<file path="config.mk">
export PLATFORM = sky130hd
export DESIGN_NAME = sstf_disk_request_scheduler
export DESIGN_NICKNAME = d
export VERILOG_FILES = /design/src/rtl/core/sstf_pkg.sv /design/src/rtl/core/sstf_ctrl.sv /design/src/rtl/core/sstf_dp.sv /design/src/rtl/core/sstf_disk_request_scheduler.sv
export SDC_FILE = /design/constraint.sdc
export NUM_CORES = 1
export LEC_CHECK = 0
export ABC_CLOCK_PERIOD_IN_PS = 9150
export BUFFER_PORTS_ARGS = -buffer_cell sky130_fd_sc_hd__buf_2
export CELL_PAD_IN_SITES_DETAIL_PLACEMENT = 1
export CELL_PAD_IN_SITES_GLOBAL_PLACEMENT = 2
export CORE_UTILIZATION = 46
export DETAILED_ROUTE_END_ITERATION = 8
export PLACE_DENSITY = 0.86
export SYNTH_ARGS = -nofsm -noshare
export SYNTH_HDL_FRONTEND = slang
export SYNTH_SLANG_ARGS = --single-unit
export TNS_END_PERCENT = 100
</file>
<file path="constraint.sdc">
create_clock -name clk -period 9.15 [get_ports clk]
set_input_delay 1.3725 -clock clk [delete_from_list [all_inputs] [get_ports clk]]
set_output_delay 1.3725 -clock clk [all_outputs]
set_load 0.02 [all_outputs]
</file>
<file path="src/rtl/core/sstf_pkg.sv">
// ----------------------------------------------------------------------------
// sstf_pkg
// Shared types and constants for the shortest-seek-time-first scheduler.
// ----------------------------------------------------------------------------
package sstf_pkg;

  // Result status codes
  typedef enum logic [1:0] {
    ST_SERVED  = 2'd0,
    ST_QUEUED  = 2'd1,
    ST_REFUSED = 2'd2
  } status_t;

  // Configuration register indexes
  localparam logic CFG_QUEUE_LIMIT = 1'b0;
  localparam logic CFG_REQ_TOTAL   = 1'b1;

  // Fixed field widths
  localparam int REQ_W   = 4;
  localparam int TRACK_W = 16;
  localparam int CFG_W   = 5;

  // Services allowed per accepted item
  localparam logic [3:0] SERVICE_LIMIT = 4'd15;

  // Reset value of the requester total register
  localparam int REQ_TOTAL_RESET = 16;

  // Controller states
  typedef enum logic [2:0] {
    S_IDLE,
    S_CHECK,
    S_EMIT,
    S_SCAN,
    S_COMMIT
  } state_t;

  // Controller to datapath commands
  typedef struct packed {
    logic load_in;
    logic evaluate;
    logic emit;
    logic scan_start;
    logic commit;
  } dp_cmd_t;

  // Datapath to controller status
  typedef struct packed {
    logic out_free;
    logic more;
    logic scan_done;
  } dp_stat_t;

endpackage

</file>
<file path="src/rtl/core/sstf_ctrl.sv">
// ----------------------------------------------------------------------------
// sstf_ctrl
// Controller: sequences accept, check, result emission and the seek scans.
// ----------------------------------------------------------------------------
module sstf_ctrl import sstf_pkg::*; (
  input  logic     clk,
  input  logic     rst_n,
  input  logic     in_valid,
  output logic     in_stall,
  input  dp_stat_t stat,
  output dp_cmd_t  cmd
);

  state_t state_r;
  state_t state_nxt;

  // State register
  always_ff @(posedge clk) begin
    if (!rst_n) begin
      state_r <= S_IDLE;
    end else begin
      state_r <= state_nxt;
    end
  end

  // Next state and commands
  always_comb begin
    state_nxt = state_r;
    cmd       = '0;
    in_stall  = 1'b1;
    case (state_r)
      S_IDLE: begin
        in_stall = 1'b0;
        if (in_valid) begin
          cmd.load_in = 1'b1;
          state_nxt   = S_CHECK;
        end
      end
      S_CHECK: begin
        cmd.evaluate = 1'b1;
        state_nxt    = S_EMIT;
      end
      S_EMIT: begin
        if (stat.out_free) begin
          cmd.emit = 1'b1;
          if (stat.more) begin
            cmd.scan_start = 1'b1;
            state_nxt      = S_SCAN;
          end else begin
            state_nxt = S_IDLE;
          end
        end
      end
      S_SCAN: begin
        if (stat.scan_done) begin
          state_nxt = S_COMMIT;
        end
      end
      S_COMMIT: begin
        cmd.commit = 1'b1;
        state_nxt  = S_EMIT;
      end
      default: begin
        state_nxt = S_IDLE;
      end
    endcase
  end

endmodule

</file>
<file path="src/rtl/core/sstf_dp.sv">
// ----------------------------------------------------------------------------
// sstf_dp
// Datapath: slot store, counters, head position, seek scan and output register.
// ----------------------------------------------------------------------------
module sstf_dp import sstf_pkg::*; #(
  parameter int MAX_REQUESTERS = 16
) (
  input  logic               clk,
  input  logic               rst_n,
  input  logic               cfg_we,
  input  logic               cfg_index,
  input  logic [CFG_W-1:0]   cfg_wdata,
  input  logic [REQ_W-1:0]   in_requester,
  input  logic [TRACK_W-1:0] in_track,
  input  logic               in_final_request,
  input  logic               out_stall,
  output logic               out_valid,
  output logic [1:0]         out_status,
  output logic [REQ_W-1:0]   out_served_requester,
  output logic [TRACK_W-1:0] out_served_track,
  output logic               out_last,
  input  dp_cmd_t            cmd,
  output dp_stat_t           stat
);

  localparam int IW = $clog2(MAX_REQUESTERS);
  localparam int CW = $clog2(MAX_REQUESTERS + 1);
  localparam logic [CW-1:0] MAX_CNT  = CW'(MAX_REQUESTERS);
  localparam logic [IW-1:0] LAST_IDX = IW'(MAX_REQUESTERS - 1);
  localparam logic [CW-1:0] TOTAL_RST =
    CW'((MAX_REQUESTERS < REQ_TOTAL_RESET) ? MAX_REQUESTERS : REQ_TOTAL_RESET);

  // Latched input item
  logic [REQ_W-1:0]   req_r;
  logic [TRACK_W-1:0] trk_r;
  logic               fin_r;

  // Configuration and scheduler state
  logic [CFG_W-1:0]          qlim_r;
  logic [CW-1:0]             active_r;
  logic [CW-1:0]             pending_r;
  logic [TRACK_W-1:0]        head_r;
  logic [MAX_REQUESTERS-1:0] slot_valid_r;
  logic [TRACK_W-1:0]        slot_track_mem [MAX_REQUESTERS];
  logic [3:0]                guard_r;
  logic                      refused_r;

  // Result waiting for the output register
  status_t            held_status_r;
  logic [REQ_W-1:0]   held_who_r;
  logic [TRACK_W-1:0] held_trk_r;

  // Seek scan
  logic               issuing_r;
  logic [IW-1:0]      scan_idx_r;
  logic               rd_vld_r;
  logic [IW-1:0]      rd_idx_r;
  logic [TRACK_W-1:0] rd_data_r;
  logic               found_r;
  logic [IW-1:0]      best_idx_r;
  logic [TRACK_W-1:0] best_trk_r;
  logic [TRACK_W-1:0] best_d_r;

  // Output register
  logic               out_valid_r;
  status_t            out_status_r;
  logic [REQ_W-1:0]   out_who_r;
  logic [TRACK_W-1:0] out_trk_r;
  logic               out_last_r;

  logic [CW-1:0]      lim_c;
  logic [CW-1:0]      eff_c;
  logic [CW-1:0]      total_c;
  logic [IW-1:0]      who_idx;
  logic               who_oob;
  logic               refuse_c;
  logic               more_c;
  logic [TRACK_W-1:0] dist_c;
  logic               better_c;
  logic               out_free;

  // Clamp queue limit and form the effective queue size
  always_comb begin
    if (qlim_r == '0) begin
      lim_c = CW'(1);
    end else if (32'(qlim_r) > 32'(MAX_REQUESTERS)) begin
      lim_c = MAX_CNT;
    end else begin
      lim_c = CW'(qlim_r);
    end
    eff_c = (lim_c < active_r) ? lim_c : active_r;
  end

  // Clamp a written requester total
  assign total_c = (32'(cfg_wdata) > 32'(MAX_REQUESTERS)) ? MAX_CNT : CW'(cfg_wdata);

  // Accept decision for the latched item
  assign who_idx  = IW'(req_r);
  assign who_oob  = 32'(req_r) >= 32'(MAX_REQUESTERS);
  assign refuse_c = who_oob || slot_valid_r[who_idx] || (pending_r >= eff_c);

  // For a queued item, services go on while pending >= size, to the service limit
  assign more_c = !refused_r && (pending_r != '0) && (pending_r >= eff_c) &&
                  (guard_r != SERVICE_LIMIT);

  // Seek distance of the entry coming out of the store
  assign dist_c   = (rd_data_r >= head_r) ? (rd_data_r - head_r) : (head_r - rd_data_r);
  assign better_c = rd_vld_r && slot_valid_r[rd_idx_r] && (!found_r || dist_c < best_d_r);

  assign out_free = !out_valid_r || !out_stall;

  assign stat.out_free  = out_free;
  assign stat.more      = more_c;
  assign stat.scan_done = !issuing_r && !rd_vld_r;

  // Track store: write on accept, registered read during the scan
  always_ff @(posedge clk) begin
    if (cmd.evaluate && !refuse_c) begin
      slot_track_mem[who_idx] <= trk_r;
    end
    rd_data_r <= slot_track_mem[scan_idx_r];
    rd_idx_r  <= scan_idx_r;
  end

  // Input latch, held result and best candidate payload
  always_ff @(posedge clk) begin
    if (cmd.load_in) begin
      req_r <= in_requester;
      trk_r <= in_track;
      fin_r <= in_final_request;
    end
    if (cmd.evaluate) begin
      held_status_r <= refuse_c ? ST_REFUSED : ST_QUEUED;
      held_who_r    <= '0;
      held_trk_r    <= '0;
    end else if (cmd.commit) begin
      held_status_r <= ST_SERVED;
      held_who_r    <= REQ_W'(best_idx_r);
      held_trk_r    <= best_trk_r;
    end
    if (better_c) begin
      best_idx_r <= rd_idx_r;
      best_trk_r <= rd_data_r;
      best_d_r   <= dist_c;
    end
    if (cmd.emit) begin
      out_status_r <= held_status_r;
      out_who_r    <= held_who_r;
      out_trk_r    <= held_trk_r;
      out_last_r   <= !more_c;
    end
  end

  // Control state
  always_ff @(posedge clk) begin
    if (!rst_n) begin
      qlim_r       <= CFG_W'(4);
      active_r     <= TOTAL_RST;
      pending_r    <= '0;
      head_r       <= '0;
      slot_valid_r <= '0;
      guard_r      <= '0;
      refused_r    <= 1'b0;
      issuing_r    <= 1'b0;
      scan_idx_r   <= '0;
      rd_vld_r     <= 1'b0;
      found_r      <= 1'b0;
      out_valid_r  <= 1'b0;
    end else begin
      // Configuration writes
      if (cfg_we) begin
        if (cfg_index == CFG_QUEUE_LIMIT) begin
          qlim_r <= cfg_wdata;
        end else if (cfg_index == CFG_REQ_TOTAL) begin
          active_r <= total_c;
        end
      end

      // Queue the item or refuse it
      if (cmd.evaluate) begin
        refused_r <= refuse_c;
        guard_r   <= '0;
        if (!refuse_c) begin
          slot_valid_r[who_idx] <= 1'b1;
          pending_r             <= pending_r + CW'(1);
          if (fin_r && active_r != '0) begin
            active_r <= active_r - CW'(1);
          end
        end
      end

      // Service the nearest entry and move the head
      if (cmd.commit) begin
        head_r                   <= best_trk_r;
        slot_valid_r[best_idx_r] <= 1'b0;
        pending_r                <= pending_r - CW'(1);
        guard_r                  <= guard_r + 4'd1;
      end

      // Walk the slots, one read per cycle
      if (cmd.scan_start) begin
        issuing_r  <= 1'b1;
        scan_idx_r <= '0;
        rd_vld_r   <= 1'b0;
        found_r    <= 1'b0;
      end else begin
        rd_vld_r <= issuing_r;
        if (issuing_r) begin
          if (scan_idx_r == LAST_IDX) begin
            issuing_r <= 1'b0;
          end else begin
            scan_idx_r <= scan_idx_r + IW'(1);
          end
        end
        if (better_c) begin
          found_r <= 1'b1;
        end
      end

      // Output handshake
      if (cmd.emit) begin
        out_valid_r <= 1'b1;
      end else if (!out_stall) begin
        out_valid_r <= 1'b0;
      end
    end
  end

  assign out_valid            = out_valid_r;
  assign out_status           = out_status_r;
  assign out_served_requester = out_who_r;
  assign out_served_track     = out_trk_r;
  assign out_last             = out_last_r;

endmodule

</file>
<file path="src/rtl/core/sstf_disk_request_scheduler.sv">
// ----------------------------------------------------------------------------
// sstf_disk_request_scheduler
// Shortest-seek-time-first scheduler holding one pending track per requester.
// ----------------------------------------------------------------------------
// One item is taken at a time. A refused item has its result loaded in the
// output register in the emit state after the check state, and the next item
// can then be taken in idle; a queued item gets one more result for each
// service it triggers, since every service scans all slots through the track
// store, one read per cycle, before the head moves. A stalled result holds
// the next one back until the output register frees. The block takes a new
// item while the previous final result still waits in the output register.
// Configuration writes must only occur while idle.
module sstf_disk_request_scheduler import sstf_pkg::*; #(
  parameter int MAX_REQUESTERS = 16
) (
  input  logic               clk,
  input  logic               rst_n,
  input  logic               cfg_we,
  input  logic               cfg_index,
  input  logic [CFG_W-1:0]   cfg_wdata,
  input  logic               in_valid,
  output logic               in_stall,
  input  logic [REQ_W-1:0]   in_requester,
  input  logic [TRACK_W-1:0] in_track,
  input  logic               in_final_request,
  output logic               out_valid,
  input  logic               out_stall,
  output logic [1:0]         out_status,
  output logic [REQ_W-1:0]   out_served_requester,
  output logic [TRACK_W-1:0] out_served_track,
  output logic               out_last
);

  dp_cmd_t  cmd;
  dp_stat_t stat;

  // Sequencer
  sstf_ctrl u_ctrl (
    .clk      (clk),
    .rst_n    (rst_n),
    .in_valid (in_valid),
    .in_stall (in_stall),
    .stat     (stat),
    .cmd      (cmd)
  );

  // Storage, counters and scan
  sstf_dp #(
    .MAX_REQUESTERS (MAX_REQUESTERS)
  ) u_dp (
    .clk                  (clk),
    .rst_n                (rst_n),
    .cfg_we               (cfg_we),
    .cfg_index            (cfg_index),
    .cfg_wdata            (cfg_wdata),
    .in_requester         (in_requester),
    .in_track             (in_track),
    .in_final_request     (in_final_request),
    .out_stall            (out_stall),
    .out_valid            (out_valid),
    .out_status           (out_status),
    .out_served_requester (out_served_requester),
    .out_served_track     (out_served_track),
    .out_last             (out_last),
    .cmd                  (cmd),
    .stat                 (stat)
  );

endmodule
</file>
Word-level counts from Yosys, hierarchy flattened

Memory sizes are Yosys's and may differ from the RTL's. A register that Yosys moved wholly into a read port is not among the register bits.
Cells that the tools add are included.

Memory bits (writable): 256
Memories kept: 1
Bits in registers: 169
Latch bits: 0
Bits in read-only memories: 0
Output and inout bits: 25
Logic and storage cells: 145

Memory list:

| memory              | depth | width | rd ports | clocked after memory_dff | wr ports | line          | RTL |
|---|---|---|---|---|---|---|---|
| u_dp.slot_track_mem | 16    | 16    | 1        | 1                        | 1        | sstf_dp.sv:44 | `logic [TRACK_W-1:0] slot_track_mem [MAX_REQUESTERS];` |

Add/subtract/negate cells: 7
$lt $le $gt $ge: 11
Muxes and demuxes: 50
Div/mod/pow operators: 0
Multipliers: 0
Bitwise gates (word level): 6
Equality and inequality tests: 11
Shift-type cells: 0
Reduce and logical (&&, ||, !) cells: 32

Operators by type and width:

| cell                                                                                 | number |
|---|---|
| 16-bit 2-to-1 mux                                                                    | 5 |
| 5-bit 2-to-1 mux                                                                     | 12 |
| 16-bit subtractor                                                                    | 2 |
| 1-bit 2-to-1 mux                                                                     | 17 |
| 16-bit AND                                                                           | 1 |
| 16-bit greater-or-equal comparator                                                   | 1 |
| 16-bit < comparator                                                                  | 1 |
| 16-bit NOT                                                                           | 1 |
| 16-bit bitwise OR                                                                    | 1 |
| 4-bit by 5-bit < comparator with 1-bit output (second input constant)                | 3 |
| 2-bit 2-to-1 mux                                                                     | 6 |
| 3-bit case mux with 4 select lines                                                   | 1 |
| 5-bit > comparator (second input constant)                                           | 2 |
| 1-bit logical AND                                                                    | 10 |
| 5-bit nonzero test                                                                   | 2 |
| 5-bit by 1-bit subtractor with 5-bit output (second input constant)                  | 2 |
| 3-bit 2-to-1 mux                                                                     | 3 |
| 4-bit by 1-bit adder with 4-bit output (second input constant)                       | 2 |
| 1-bit binary-select mux with 4-bit select                                            | 2 |
| 1-bit demux with 4-bit select                                                        | 2 |
| 4-bit by 1-bit greater-or-equal comparator with 1-bit output (second input constant) | 2 |
| 1-bit logical NOT                                                                    | 8 |
| 4-bit 2-to-1 mux                                                                     | 2 |
| 3-bit by 2-bit == test with 1-bit output (second input constant)                     | 2 |
| 17 further kinds                                                                     | 27 |

Longest topological paths before layout

Gate-level depths: netlist (run 1).

Word-level depth: 12
Mapped depth: 21
Mapped depth without buffers: 19

By module

A second synthesis (run 1) with hierarchy kept.

Cell total of the unflattened synthesis: 1170
Area, all modules: 18347.6 um2

By module, submodules not included:

| module    | cells an instance | area each (um2) | times used | sequential area each (um2) |
|---|---|---|---|---|
| sstf_dp   | 1141              | 18107.4         | 1          | 12151.7 |
| sstf_ctrl | 29                | 240.2           | 1          | 60.1 |

Worst setup path after synthesis (run 1)

No wires, ideal clock.

Kind: flip-flop to flip-flop
Start: register u_dp.rd_data_r[0], read port of u_dp.slot_track_mem
End: register u_dp.best_d_r[0] (enable)
Data required time: 8.666 ns
Arrival: 6.205 ns
Path slack: 2.461 ns
Stages on the path, launching flop included: 22
Cell sequence: dfxtp_1 -> inv_1 -> ha_1 -> inv_1 -> fa_1 -> a211oi_1 -> o21bai_1 -> a211oi_1 -> o31ai_1 -> a21o_1 -> buf_2 -> buf_2 -> mux2i_1 -> xnor2_1 -> ha_1 -> a21o_1 -> a21o_1 -> a21oi_1 -> o21ai_0 -> nand3_1 -> nand2_1 -> a211oi_1

Cells in the longest elaborated chain, start to end: 5
Elaborated cells between the ends (all ways): 7
Classes of those cells: add/sub: 2; order compare: 2; mux: 1; reduce/logical: 2

Ends and longest elaborated chain:

| item                                                                           | line           | RTL |
|---|---|---|
| from (decl)                                                                    | sstf_dp.sv:58  | `logic [TRACK_W-1:0] rd_data_r;` |
| 16-bit subtractor / 16-bit greater-or-equal comparator (equally long branches) | sstf_dp.sv:107 | `assign dist_c = (rd_data_r >= head_r) ? (rd_data_r - head_r) : (head_r - rd_data_r);` |
| 16-bit 2-to-1 mux (*)                                                          | sstf_dp.sv:107 |  |
| via u_dp.dist_c[9]                                                             | sstf_dp.sv:78  | `logic [TRACK_W-1:0] dist_c;` |
| 16-bit < comparator (*)                                                        | sstf_dp.sv:108 | `assign better_c = rd_vld_r && slot_valid_r[rd_idx_r] && (!found_r \|\| dist_c < best_d_r);` |
| 1-bit logical OR (*)                                                           | sstf_dp.sv:108 |  |
| 1-bit logical AND (*)                                                          | sstf_dp.sv:108 |  |
| via u_dp.better_c                                                              | sstf_dp.sv:79  | `logic better_c;` |
| to (signal assigned)                                                           | sstf_dp.sv:144 | `best_d_r <= dist_c;` |
| to (decl)                                                                      | sstf_dp.sv:62  | `logic [TRACK_W-1:0] best_d_r;` |

The timed path passes the listed nets; every way through them passes the cells marked *.
A chain may end at the register's enable or synchronous reset.

Worst setup path in the final report (run 1)

Ends and elaborated chain as after synthesis.

==> insert_results.sql, run 1 <==
INSERT INTO impl_metrics (metric_group, metric, value, unit) VALUES
('placed_design', 'placed_cells_incl_taps', '1737', ''),
('yosys', 'synth-seq-area-share', '0.661', ''),
('power', 'p_total', '4.16', 'mW'),
('critical_path', 'worst-setup-path-type', 'reg -> reg', ''),
('finish', 'non_filler_cell_area_final', '20800', 'µm²'),
('global_route', 'grt_use_total', '0.212', ''),
('route', 'drc', '0', ''),
('hold_path', 'worstHoldStart', 'u_dp.held_trk_r[5]', ''),
('placed_design', 'detailed_place_hpwl', '26.2', 'mm'),
('yosys', 'postSynth.asyncResetShare', '0', ''),
('yosys', 'syn_nets', '1282', ''),
('power', 'power.ir.vdd_worst', '186', 'µV'),
('timing', 'finalWorstSetupSlack', '4.07', 'ns'),
('finish', 'commonest_non_fill_non_tap_cell_in_the_layout', 'sky130_fd_sc_hd__edfxtp_1', ''),
('route', 'detailroute.via_count', '10100', ''),
('outcome', 'status', 'finished, final reports clean', ''),
('clock_network', 'cts_tree', 'built', ''),
('critical_path', 'crit_path_start_kind', 'register', ''),
('floorplanning', 'fp.coreArea', '39600', 'µm²'),
('floorplanning', 'floorplan.initialDensity', '0.466', ''),
('timing', 'grt_setup_unrepaired', 'false', ''),
('finish', 'most-common-layout-cells', 'sky130_fd_sc_hd__edfxtp_1 (338), sky130_fd_sc_hd__nand2_1 (110), sky130_fd_sc_hd__dfxtp_1 (101)', ''),
('global_route', 'antenna_found_initial', '1', ''),
('yosys', 'ys_seq_elements', '441', ''),
('floorplanning', 'die_span_in_y', '202', 'µm'),
('hold_path', 'hold_class', 'reg -> reg', ''),
('finish', 'syn2layout_area_growth', '12.8', '%'),
('timing', 'timing.final.hold_violations', '0', ''),
('finish', 'instances_no_fill', '1819', ''),
('clock_network', 'num_cts_buffers', '45', ''),
('finish', 'layout-drive-gt1-share', '0.203', ''),
('yosys', 'ys_warn_count', '0', ''),
('yosys', 'synth-edff-count', '338', ''),
('run', 'timing.max_cap.violations', '0', ''),
('timing', 'timing.fmax', '0.197', 'GHz'),
('finish', 'fillerInstances', '3778', ''),
('clock_network', 'post_cts_resize_count', '0', ''),
('finish', 'n_antenna_cell', '0', ''),
('global_route', 'overflow', '0', ''),
('yosys', 'synth_flop_cell', 'sky130_fd_sc_hd__edfxtp_1', ''),
('yosys', 'synth.avg_cell_area', '15.6', 'µm²'),
('power', 'cellLeakagePower', '7.28', 'nW'),
('clock_network', 'post-cts-setup-buffers', '0', ''),
('clock_network', 'post_cts_clock_slew_at_the_launch_and_capture_registers_of_the_worst_setup_and_hold_paths', '0.06', 'ns'),
('critical_path', 'critPathRequiredTime', '9.41', 'ns'),
('critical_path', 'path_max_fanout', '36', ''),
('timing', 'period_minus_slack', '5.08', 'ns'),
('timing', 'fin_worst_hold_slack', '0.427', 'ns'),
('yosys', 'netlist_area', '18500', 'µm²'),
('timing', 'fin_worst_skew', '0.0300', 'ns'),
('global_route', 'grt_pass1_vias', '10800', ''),
('placed_design', 'worst_slack_after_detailed_placement', '4.06', 'ns'),
('route', 'route.antenna.remaining_nets', '0', ''),
('route', 'route.detailed.vias_per_inst', '5.58', ''),
('critical_path', 'start_of_the_worst_register_to_register_path', 'u_dp.rd_data_r[0]', ''),
('route', 'average_routed_wire_per_standard_cell', '23.0', 'µm'),
('yosys', 'synthesized_netlist_cell_count', '1186', ''),
('route', 'drt_pass1_iterations', '7', ''),
('global_route', 'maximum_number_of_pins_on_one_net_before_global_route_repair', '64', ''),
('clock_network', 'cts-root-to-sink-buffers', '3', ''),
('timing', 'max_slew_headroom', '0.172', ''),
('floorplanning', 'dieArea', '40900', 'µm²'),
('route', 'total_wire_length', '41.9', 'mm'),
('placed_design', 'port-buffer-count', '56', ''),
('placed_design', 'placer_congestion_estimate', '0.880', ''),
('critical_path', 'worst_setup_path_startpoint', 'u_dp.rd_data_r[0]', ''),
('timing', 'final-max-slew-violation-count', '0', ''),
('placed_design', 'placed_cell_area', '19400', 'µm²'),
('critical_path', 'critical_path.endpoint_type', 'register', ''),
('finish', 'finalCoreUtilization', '0.525', ''),
('timing', 'min_period_over_period', '0.555', '');
[path summary, 6_finish.rpt]
| kind | to | slack, ns | depth (start not counted) |
|---|---|---|---|
| max | u_dp.best_d_r[0] | 4.07 | 19 |
| min reg2reg | u_dp.out_served_track[5] | 0.43 | 0 |
| max reg2reg | u_dp.best_d_r[0] | 4.07 | 19 |
| min | u_dp.out_served_track[5] | 0.43 | 0 |
[layout make-up]
class                           count  share of cell area
Tap cell                          525              0.0315
Timing Repair Buffer               82              0.0228
Sequential cell                   441               0.587
Multi-Input combinational cell    619               0.279
Clock buffer                       67              0.0610
Clock inverter                     15             0.00649
Inverter                           70              0.0126
[synthesized netlist by cell type, drive strengths merged (4+ instances only)]
| cell | count | area share |
|---|---|---|
| ha | 61 | 0.041 |
| o31a | 5 | 0.0024 |
| o221a | 12 | 0.0073 |
| clkbuf | 37 | 0.0075 |
| a21boi | 18 | 0.0073 |
| xor2 | 7 | 0.0033 |
| and2 | 6 | 0.0020 |
| a21o | 12 | 0.0049 |
| a21oi | 44 | 0.012 |
| o211ai | 9 | 0.0044 |
| and4 | 4 | 0.0019 |
| and3 | 9 | 0.0030 |
| inv | 70 | 0.014 |
| nand3 | 14 | 0.0045 |
| nand4 | 9 | 0.0030 |
| o21a | 8 | 0.0033 |
| xnor2 | 14 | 0.0066 |
| o21ai | 38 | 0.011 |
| mux2i | 25 | 0.014 |
| nor3 | 8 | 0.0035 |
| nor2 | 38 | 0.0079 |
| nand2b | 8 | 0.0027 |
| buf | 19 | 0.0046 |
| nor2b | 16 | 0.0054 |
| a211o | 4 | 0.0019 |
| nand2 | 110 | 0.022 |
| edfxtp | 338 | 0.55 |
| a31oi | 4 | 0.0014 |
| dfxtp | 103 | 0.11 |
| mux4 | 90 | 0.11 |
[sequential cells by signal (all words and copies together) (netlist names), 2 cells and up]
| name | count |
|---|---|
| u_dp.out_served_track | 16 |
| u_dp.held_who_r | 4 |
| u_dp.best_trk_r | 16 |
| u_dp.req_r | 4 |
| u_dp.scan_idx_r | 4 |
| u_dp.out_served_requester | 4 |
| u_dp.out_status | 2 |
| u_dp.slot_valid_r | 16 |
| u_dp.active_r | 5 |
| u_ctrl.state_r | 3 |
| u_dp.rd_idx_r | 4 |
| u_dp.slot_track_mem | 256 |
| u_dp.guard_r | 4 |
| u_dp.trk_r | 16 |
| u_dp.pending_r | 5 |
| u_dp.best_d_r | 16 |
| u_dp.qlim_r | 5 |
| u_dp.held_status_r | 2 |
| u_dp.head_r | 16 |
| u_dp.best_idx_r | 4 |
| u_dp.held_trk_r | 16 |
| u_dp.rd_data_r | 16 |
[power by group]
group / internal [mW] / leakage [nW] / switching (mW) / total, mW
sequential: 2.20 / 3.90 / 0.0449 / 2.24
combinational: 0.0666 / 2.70 / 0.102 / 0.168
clock: 0.994 / 0.682 / 0.754 / 1.75
[critical path, stage by stage (launching register included)]
cell                        delay (ns)
sky130_fd_sc_hd__dfxtp_1          0.32
sky130_fd_sc_hd__inv_1            0.06
sky130_fd_sc_hd__ha_1             0.15
sky130_fd_sc_hd__inv_1            0.06
sky130_fd_sc_hd__fa_1             0.46
sky130_fd_sc_hd__a211oi_1         0.30
sky130_fd_sc_hd__o21bai_1         0.17
sky130_fd_sc_hd__a211oi_1         0.30
sky130_fd_sc_hd__o31ai_1          0.10
sky130_fd_sc_hd__a21o_1           0.46
sky130_fd_sc_hd__mux2_2           0.41
sky130_fd_sc_hd__ha_1             0.27
sky130_fd_sc_hd__a21boi_0         0.17
sky130_fd_sc_hd__o21a_1           0.13
sky130_fd_sc_hd__o21ai_0          0.07
sky130_fd_sc_hd__a21oi_1          0.12
sky130_fd_sc_hd__o21ai_0          0.08
sky130_fd_sc_hd__a2111oi_0        0.75
sky130_fd_sc_hd__a211oi_4         0.03
sky130_fd_sc_hd__buf_4            0.33
[logic make-up after synthesis]
group,Yosys count,share of synthesized area
DFF,441,0.661
and+or+nand+nor,240,0.0668
AOI/OAI and AO/OA,177,0.0663
buffers and inverters,126,0.0264
muxes,117,0.125
adders and majority gates,64,0.0446
xor gates and xnor gates,21,0.00996
[routing by layer]
metal,GRT usage,routed length [µm],vias up,share of wire
met2,0.360,21000,203,0.50
met4,0.0776,1170,0,0.028
met3,0.0335,1610,77,0.038
met5,0,0,-,0
li1,-,-,4664,-
met1,0.274,18100,5198,0.43
(Power assumes the default switching activity.)
==> run 2, diff against run 1 <==
--- a/config.mk
+++ b/config.mk
@@ -5,13 +5,13 @@
 export SDC_FILE = /design/constraint.sdc
 export NUM_CORES = 1
 export LEC_CHECK = 0
-export ABC_CLOCK_PERIOD_IN_PS = 9150
+export ABC_CLOCK_PERIOD_IN_PS = 4280
 export BUFFER_PORTS_ARGS = -buffer_cell sky130_fd_sc_hd__buf_2
 export CELL_PAD_IN_SITES_DETAIL_PLACEMENT = 1
 export CELL_PAD_IN_SITES_GLOBAL_PLACEMENT = 2
-export CORE_UTILIZATION = 46
+export CORE_UTILIZATION = 42
 export DETAILED_ROUTE_END_ITERATION = 8
-export PLACE_DENSITY = 0.86
+export PLACE_DENSITY = 0.83
 export SYNTH_ARGS = -nofsm -noshare
 export SYNTH_HDL_FRONTEND = slang
 export SYNTH_SLANG_ARGS = --single-unit
==> constraint.sdc (replaced) <==
create_clock -name clk -period 4.28 [get_ports clk]
set_input_delay 0.642 -clock clk [delete_from_list [all_inputs] [get_ports clk]]
set_output_delay 0.642 -clock clk [all_outputs]
set_load 0.02 [all_outputs]
==> run 2 against run 1 <==
Effect of this change: the run now ends with setup timing left; clock-buffer cell count fell by 10; wire length rose by 4.1%; setup slack got worse by 4.1 ns; final area rose by 4.0%; global-route usage fell by 1.2 points; critical path depth rose by 2; core utilization fell by 2.4 points; register-to-register slack got worse by 4.1 ns; sequential share of layout area fell by 2.2 points; hold slack got worse by 0.19 ns; sequential power rose by 110%; critical path type unchanged.
==> insert_results.sql, run 2 (synthesis gave the netlist of run 1 again) <==
INSERT INTO impl_metrics (metric_group, metric, value, unit) VALUES
('outcome', 'status', 'finished, violations left', ''),
('outcome', 'violations', 'setup timing', ''),
('floorplanning', 'boundaryPins', '57', ''),
('global_route', 'grt_use_total', '0.199', ''),
('clock_network', 'post_cts_clock_slew_at_the_launch_and_capture_registers_of_the_worst_setup_and_hold_paths', '0.06', 'ns'),
('finish', 'syn2layout_area_growth', '17.3', '%'),
('global_route', 'antenna_found_initial', '0', ''),
('critical_path', 'critical_path.top_delay_family', 'compound AO/OA/AOI/OAI gates', ''),
('timing', 'setup_viol', '36', ''),
('critical_path', 'crit_arrival', '4.62', 'ns'),
('finish', 'layout-drive-gt1-share', '0.248', ''),
('power', 'p_clk_frac', '0.434', ''),
('run', 'timing.max_cap.violations', '0', ''),
('route', 'average_routed_wire_per_standard_cell', '22.7', 'µm'),
('critical_path', 'critical_path.endpoint_type', 'register', ''),
('power', 'intPower', '7.16', 'mW'),
('route', 'detailroute.via_count', '10500', ''),
('placed_design', 'placed_cell_area', '19900', 'µm²'),
('finish', 'nets', '1392', ''),
('timing', 'min_period_over_period', '1.01', ''),
('power', 'power.switching', '1.99', 'mW'),
('floorplanning', 'fp.coreArea', '43200', 'µm²'),
('finish', 'fillerInstances', '4188', ''),
('power', 'pwr_density_cell', '422', 'nW/µm²'),
('route', 'm1WireLength', '19.0', 'mm'),
('route', 'met2RoutedLength', '20.6', 'mm'),
('floorplanning', 'rows', '76', ''),
('critical_path', 'crit_path_start_kind', 'register', ''),
('critical_path', 'worst-setup-path-type', 'reg -> reg', ''),
('clock_network', 'clk-insertion-delay-late', '0.58', 'ns'),
('timing', 'period_minus_slack', '4.32', 'ns'),
('timing', 'fin_worst_hold_slack', '0.235', 'ns'),
('critical_path', 'slowest_library_cell_on_the_worst_path', 'sky130_fd_sc_hd__fa_2', ''),
('global_route', 'grt_pass1_vias', '11100', ''),
('timing', 'grt_setup_unrepaired', 'true', ''),
('finish', 'largest_register', 'u_dp.slot_track_mem', ''),
('route', 'total_wire_length', '43.6', 'mm'),
('route', 'drc', '0', ''),
('critical_path', 'critPathRequiredTime', '4.57', 'ns'),
('floorplanning', 'floorplan.initialDensity', '0.428', ''),
('global_route', 'overflow', '0', ''),
('floorplanning', 'die_span_in_y', '212', 'µm'),
('critical_path', 'path_cells', 'inv_2, ha_4, inv_2, fa_2, a211oi_2, o21bai_2, a211oi_2, o31ai_2, a21o_2, buf_4, mux2i_2, xnor2_1, ha_1, a21o_1, a21oi_1, o21ai_1, nand3_1, nand2_1, a211oi_4, buf_6, buf_6', ''),
('finish', 'non_filler_cell_area_final', '21700', 'µm²'),
('power', 'share_comb_of_total_power', '0.043', ''),
('route', 'drt_pass1_iterations', '5', ''),
('timing', 'finalWorstSetupSlack', '-0.0435', 'ns'),
('timing', 'max_slew_headroom', '0.270', ''),
('finish', 'finalCoreUtilization', '0.502', ''),
('critical_path', 'timing.critical_path.buf_inv', '5', ''),
('clock_network', 'htreeDepth', '2', ''),
('route', 'wl_met3', '2.23', 'mm'),
('timing', 'timing.fmax', '0.231', 'GHz'),
('route', 'route.detailed.vias_per_inst', '5.46', ''),
('clock_network', 'clock-root-buffer', 'sky130_fd_sc_hd__clkbuf_16', ''),
('hold_path', 'hold_class', 'in -> reg', ''),
('floorplanning', 'dieWidth', '212', 'µm'),
('finish', 'commonest_non_fill_non_tap_cell_in_the_layout', 'sky130_fd_sc_hd__edfxtp_1', ''),
('critical_path', 'worst-path-stages', '21', ''),
('finish', 'n_antenna_cell', '0', ''),
('critical_path', 'timing.reg2reg.worst_path_depth', '21', ''),
('finish', 'instances_no_fill', '1917', ''),
('floorplanning', 'dieArea', '44800', 'µm²'),
('hold_path', 'min_path_cells', '1', ''),
('critical_path', 'critical-path-max-stage-delay', '0.41', 'ns'),
('finish', 'max_reg_flops', '256', ''),
('placed_design', 'placed_cells_incl_taps', '1815', ''),
('power', 'power.switching_fraction', '0.218', ''),
('timing', 'worst-slew-pin-transition', '1.09', 'ns'),
('power', 'cellLeakagePower', '7.58', 'nW'),
('route', 'route.antenna.remaining_nets', '0', ''),
('timing', 'timing.final.hold_violations', '0', ''),
('global_route', 'grt_first_pass_wirelength', '66.3', 'mm'),
('placed_design', 'detailed_place_hpwl', '27.7', 'mm'),
('power', 'sequentialPowerShare', '0.523', ''),
('placed_design', 'placer_congestion_estimate', '0.892', ''),
('placed_design', 'port-buffer-count', '56', ''),
('power', 'power.ir.vdd_worst', '386', 'µV'),
('route', 'first_iter_violations', '779', ''),
('timing', 'final-max-slew-violation-count', '0', ''),
('finish', 'most-common-layout-cells', 'sky130_fd_sc_hd__edfxtp_1 (338), sky130_fd_sc_hd__nand2_1 (110), sky130_fd_sc_hd__dfxtp_1 (99)', ''),
('route', 'maxUsedRoutingLayer', 'met4', ''),
('clock_network', 'cts_hold_repair.buffers', '0', ''),
('critical_path', 'path_max_fanout', '7', ''),
('clock_network', 'clock_sinks', '441', ''),
('global_route', 'maximum_number_of_pins_on_one_net_before_global_route_repair', '57', ''),
('clock_network', 'num_cts_buffers', '47', ''),
('timing', 'fin_worst_skew', '0.00919', 'ns'),
('clock_network', 'cts_tree', 'built', ''),
('clock_network', 'cts-root-to-sink-buffers', '3', '');
[run 2: changes by cell type in the layout (fill, tap and decap cells not counted), moves of 4 or more]
cell	delta
sky130_fd_sc_hd__buf_12	+20
sky130_fd_sc_hd__clkbuf_1	-9
sky130_fd_sc_hd__buf_4	+9
sky130_fd_sc_hd__clkinv_2	+6
sky130_fd_sc_hd__o21ai_0	-4
sky130_fd_sc_hd__buf_6	+4
[run 2: power groups by stage]
stage / clock (mW) / sequential [mW] / combinational (mW)
2_1_floorplan: 0 / 4.85 / 0.256
3_3_place_gp: 0 / 4.87 / 0.374
3_5_place_dp: 0 / 4.88 / 0.384
4_1_cts: 4.06 / 4.79 / 0.387
5_1_grt: 4.21 / 4.80 / 0.434
6_report: 3.97 / 4.79 / 0.395
[run 2: metal layers]
layer	track usage	up-vias
met5	0	-
li1	-	4740
met2	0.320	279
met3	0.0395	109
met4	0.0872	0
met1	0.264	5333
[run 2: layout make-up]
class	instances	area (µm²)	share of cell area
multi-input cells	620	5940	0.274
inverters	70	263	0.0121
well taps	585	732	0.0338
clock buffers	57	1230	0.0570
clock inverters	28	263	0.0121
flip-flops and latches	441	12200	0.564
repair buffers	116	1000	0.0463
[run 2: path summary, 6_finish.rpt]
| check | slack, ns | to | startpoint |
|---|---|---|---|
| setup reg to reg | -0.04 | u_dp.best_idx_r[3] | u_dp.rd_data_r[0] |
| hold / removal | 0.24 | u_dp.trk_r[12] | in_track[12] |
| setup / recovery | -0.04 | u_dp.best_idx_r[3] | u_dp.rd_data_r[0] |
| hold reg to reg | 0.43 | u_dp.out_served_track[13] | u_dp.held_trk_r[13] |
[run 2: what timing repair did]
action / 4_1_cts / 5_1_grt
setup endpoints to repair: 36 / 170
pin swaps: 0 / 22
gates resized for setup: 1 / 34
gates cloned: 0 / 2
buffers inserted: 0 / 15
[run 2: through the flow]
step,power [mW],worst slack [ns],setup TNS [ns]
after global placement,5.24,0.0596,0
after global routing,9.44,-0.256,-8.90
after CTS,9.24,0.0541,0
after detailed placement,5.26,0.00208,0
after floorplan,5.10,-0.213,-7.66
final,9.15,-0.0435,-1.38
==> run 3, diff against run 2 <==
--- a/config.mk
+++ b/config.mk
@@ -8,8 +8,8 @@
 export ABC_CLOCK_PERIOD_IN_PS = 4280
 export BUFFER_PORTS_ARGS = -buffer_cell sky130_fd_sc_hd__buf_2
 export CELL_PAD_IN_SITES_DETAIL_PLACEMENT = 1
-export CELL_PAD_IN_SITES_GLOBAL_PLACEMENT = 2
-export CORE_UTILIZATION = 42
+export CELL_PAD_IN_SITES_GLOBAL_PLACEMENT = 1
+export CORE_UTILIZATION = 48
 export DETAILED_ROUTE_END_ITERATION = 8
 export PLACE_DENSITY = 0.83
 export SYNTH_ARGS = -nofsm -noshare
==> run 3 against run 2 <==
Effect of this change: the run still ends with setup timing left; wire length is 0.57% higher; maximum frequency is 0.14% higher; largest cell class unchanged; sequential power hardly changed.
==> insert_results.sql, run 3 (synthesis gave the netlist of run 1 again) <==
INSERT INTO impl_metrics (metric_group, metric, value, unit) VALUES
('outcome', 'status', 'finished, violations left', ''),
('outcome', 'violations', 'setup timing', ''),
('route', 'average_routed_wire_per_standard_cell', '23.9', 'µm'),
('finish', 'non_filler_cell_area_final', '21500', 'µm²'),
('timing', 'timing.final.hold_violations', '0', ''),
('timing', 'max_slew_headroom', '0.341', ''),
('global_route', 'maximum_number_of_pins_on_one_net_before_global_route_repair', '49', ''),
('clock_network', 'clock_sinks', '441', ''),
('hold_path', 'hold_class', 'in -> reg', ''),
('finish', 'fillerInstances', '3492', ''),
('clock_network', 'clk-insertion-delay-late', '0.58', 'ns'),
('critical_path', 'start_of_the_worst_register_to_register_path', 'u_dp.rd_data_r[0]', ''),
('finish', 'instances_no_fill', '1832', ''),
('finish', 'n_antenna_cell', '0', ''),
('clock_network', 'cts_hold_repair.buffers', '0', ''),
('placed_design', 'placer_congestion_estimate', '0.928', ''),
('route', 'first_iter_violations', '794', ''),
('finish', 'commonest_non_fill_non_tap_cell_in_the_layout', 'sky130_fd_sc_hd__edfxtp_1', ''),
('hold_path', 'hold_path_end', 'u_dp.trk_r[6]', ''),
('finish', 'max_reg_flops', '256', ''),
('critical_path', 'timing.rr.end', 'u_dp.best_d_r[10]', ''),
('power', 'power.ir.vdd_worst', '394', 'µV'),
('critical_path', 'crit_path_start_kind', 'register', ''),
('route', 'drc', '0', ''),
('placed_design', 'port-buffer-count', '56', ''),
('global_route', 'grt_use_total', '0.229', ''),
('power', 'cellLeakagePower', '7.53', 'nW'),
('timing', 'min_period_over_period', '1.01', ''),
('critical_path', 'critPathRequiredTime', '4.54', 'ns'),
('floorplanning', 'floorplan.initialDensity', '0.489', ''),
('timing', 'final-max-slew-violation-count', '0', ''),
('clock_network', 'post_cts_clock_slew_at_the_launch_and_capture_registers_of_the_worst_setup_and_hold_paths', '0.06', 'ns'),
('run', 'timing.max_cap.violations', '0', ''),
('global_route', 'antenna_found_initial', '0', ''),
('timing', 'grt_setup_unrepaired', 'true', ''),
('power', 'pwr_density_cell', '426', 'nW/µm²'),
('timing', 'fin_worst_skew', '0.0306', 'ns'),
('route', 'route.detailed.vias_per_inst', '5.75', ''),
('floorplanning', 'boundaryPins', '57', ''),
('critical_path', 'path_max_fanout', '8', ''),
('finish', 'nets', '1385', ''),
('finish', 'layout-drive-gt1-share', '0.240', ''),
('critical_path', 'critical_path.endpoint_type', 'register', ''),
('timing', 'setup_viol', '36', ''),
('hold_path', 'min_path_cells', '1', ''),
('placed_design', 'detailed_place_hpwl', '27.5', 'mm'),
('finish', 'most-common-layout-cells', 'sky130_fd_sc_hd__edfxtp_1 (338), sky130_fd_sc_hd__nand2_1 (109), sky130_fd_sc_hd__dfxtp_1 (99)', ''),
('timing', 'finalWorstSetupSlack', '-0.0373', 'ns'),
('floorplanning', 'rows', '71', ''),
('route', 'total_wire_length', '43.9', 'mm'),
('floorplanning', 'fp.coreArea', '37800', 'µm²'),
('finish', 'syn2layout_area_growth', '16.3', '%'),
('critical_path', 'timing.reg2reg.worst_path_depth', '21', ''),
('timing', 'period_minus_slack', '4.32', 'ns'),
('clock_network', 'cts_tree', 'built', ''),
('timing', 'worst-slew-pin-transition', '0.988', 'ns'),
('critical_path', 'rrSetupSlack', '-0.04', 'ns'),
('floorplanning', 'dieArea', '39300', 'µm²'),
('global_route', 'grt_pass1_vias', '11300', ''),
('timing', 'fin_worst_hold_slack', '0.243', 'ns'),
('critical_path', 'crit_arrival', '4.58', 'ns'),
('timing', 'timing.fmax', '0.232', 'GHz'),
('placed_design', 'placed_cells_incl_taps', '1743', ''),
('route', 'route.antenna.remaining_nets', '0', ''),
('clock_network', 'clock-root-buffer', 'sky130_fd_sc_hd__clkbuf_16', ''),
('route', 'drt_pass1_iterations', '5', ''),
('critical_path', 'worst-setup-path-type', 'reg -> reg', ''),
('global_route', 'overflow', '0', ''),
('clock_network', 'num_cts_buffers', '45', ''),
('clock_network', 'htreeDepth', '2', ''),
('hold_path', 'worstHoldStart', 'in_track[6]', ''),
('clock_network', 'cts-root-to-sink-buffers', '3', ''),
('route', 'detailroute.via_count', '10500', ''),
('finish', 'largest_register', 'u_dp.slot_track_mem', ''),
('floorplanning', 'dieWidth', '198', 'µm'),
('global_route', 'grt_first_pass_wirelength', '66.8', 'mm'),
('placed_design', 'placed_cell_area', '19800', 'µm²'),
('timing', 'setup-tns-final', '-0.672', 'ns'),
('floorplanning', 'die_span_in_y', '198', 'µm');
[run 3: cell count changes in the layout (fill, tap and decap cells not counted), moves of 2 or more]
cell                       previous run  this run
sky130_fd_sc_hd__ha_1                58        60
sky130_fd_sc_hd__clkinv_4             3         0
sky130_fd_sc_hd__clkinv_2            10         8
sky130_fd_sc_hd__a21oi_2              0         2
sky130_fd_sc_hd__mux2i_1             22        24
sky130_fd_sc_hd__clkbuf_1             8        13
sky130_fd_sc_hd__a21oi_1             44        42
sky130_fd_sc_hd__buf_6                4         1
sky130_fd_sc_hd__clkinv_1             8         1
[run 3: routing by layer]
metal | vias to the layer above | global-route usage | wire, µm
li1 | 4718 | - | -
met1 | 5450 | 0.304 | 18700
met2 | 289 | 0.390 | 22000
met3 | 70 | 0.0378 | 2180
met4 | 0 | 0.0626 | 995
met5 | - | 0 | 0
[run 3: how the worst max path moves through the flow]
stage                 startpoint                  end  slack, ns  cells after the start
2_1_floorplan  u_dp.rd_data_r[0]     u_dp.best_d_r[0]      -0.21                     21
3_3_place_gp   u_dp.rd_data_r[0]   u_dp.best_idx_r[3]       0.13                     20
3_5_place_dp   u_dp.rd_data_r[0]   u_dp.best_idx_r[1]      -0.05                     19
4_1_cts        u_dp.rd_data_r[0]  u_dp.best_trk_r[14]       0.08                     19
5_1_grt        u_dp.rd_data_r[0]    u_dp.best_d_r[10]      -0.24                     20
6_report       u_dp.rd_data_r[0]    u_dp.best_d_r[10]      -0.04                     21
[run 3: timing repair]
item | CTS | global route
gates cloned | 0 | 2
pin swaps | 0 | 11
gates resized for setup | 2 | 13
setup buffers | 0 | 8
endpoints found under the setup margin | 52 | 180
[run 3: stage by stage]
stage	utilization	total power, mW	setup slack, ns
after floorplan	-	5.10	-0.213
after global placement	0.525	5.23	0.129
after detailed placement	0.525	5.26	-0.0485
after CTS	0.564	9.20	0.0762
after global routing	0.569	9.40	-0.242
final	0.569	9.15	-0.0373
[run 3: layout make-up]
cell class | count | area (µm²) | share of cell area
Sequential cell | 441 | 12200 | 0.569
Multi-Input combinational cell | 619 | 5890 | 0.274
Clock buffer | 61 | 1230 | 0.0571
Timing Repair Buffer | 112 | 977 | 0.0455
Tap cell | 511 | 639 | 0.0298
Inverter | 70 | 263 | 0.0122
Clock inverter | 18 | 260 | 0.0121
[run 3: power by group]
group          total, mW  internal [mW]  switching [mW]
Clock               3.96           2.33            1.63
Combinational      0.397          0.159           0.238
Sequential          4.79           4.70          0.0913
Total               9.15           7.18            1.96
[run 3: worst max-delay path: stages, from the launching register on]
cell and delay [ns]:
sky130_fd_sc_hd__dfxtp_2 0.33, sky130_fd_sc_hd__inv_2 0.06, sky130_fd_sc_hd__ha_4 0.12, sky130_fd_sc_hd__inv_2 0.04, sky130_fd_sc_hd__fa_2 0.36, sky130_fd_sc_hd__a211oi_2 0.26
sky130_fd_sc_hd__o21bai_2 0.13, sky130_fd_sc_hd__a211oi_2 0.26, sky130_fd_sc_hd__o31ai_2 0.09, sky130_fd_sc_hd__a21o_2 0.30, sky130_fd_sc_hd__buf_6 0.16, sky130_fd_sc_hd__mux2i_2 0.15
sky130_fd_sc_hd__xnor2_1 0.21, sky130_fd_sc_hd__ha_1 0.27, sky130_fd_sc_hd__o21a_1 0.11, sky130_fd_sc_hd__o21ai_1 0.14, sky130_fd_sc_hd__a21oi_1 0.10, sky130_fd_sc_hd__o21ai_2 0.19
sky130_fd_sc_hd__a2111oi_4 0.10, sky130_fd_sc_hd__a211oi_4 0.27, sky130_fd_sc_hd__buf_12 0.17, sky130_fd_sc_hd__clkbuf_16 0.16
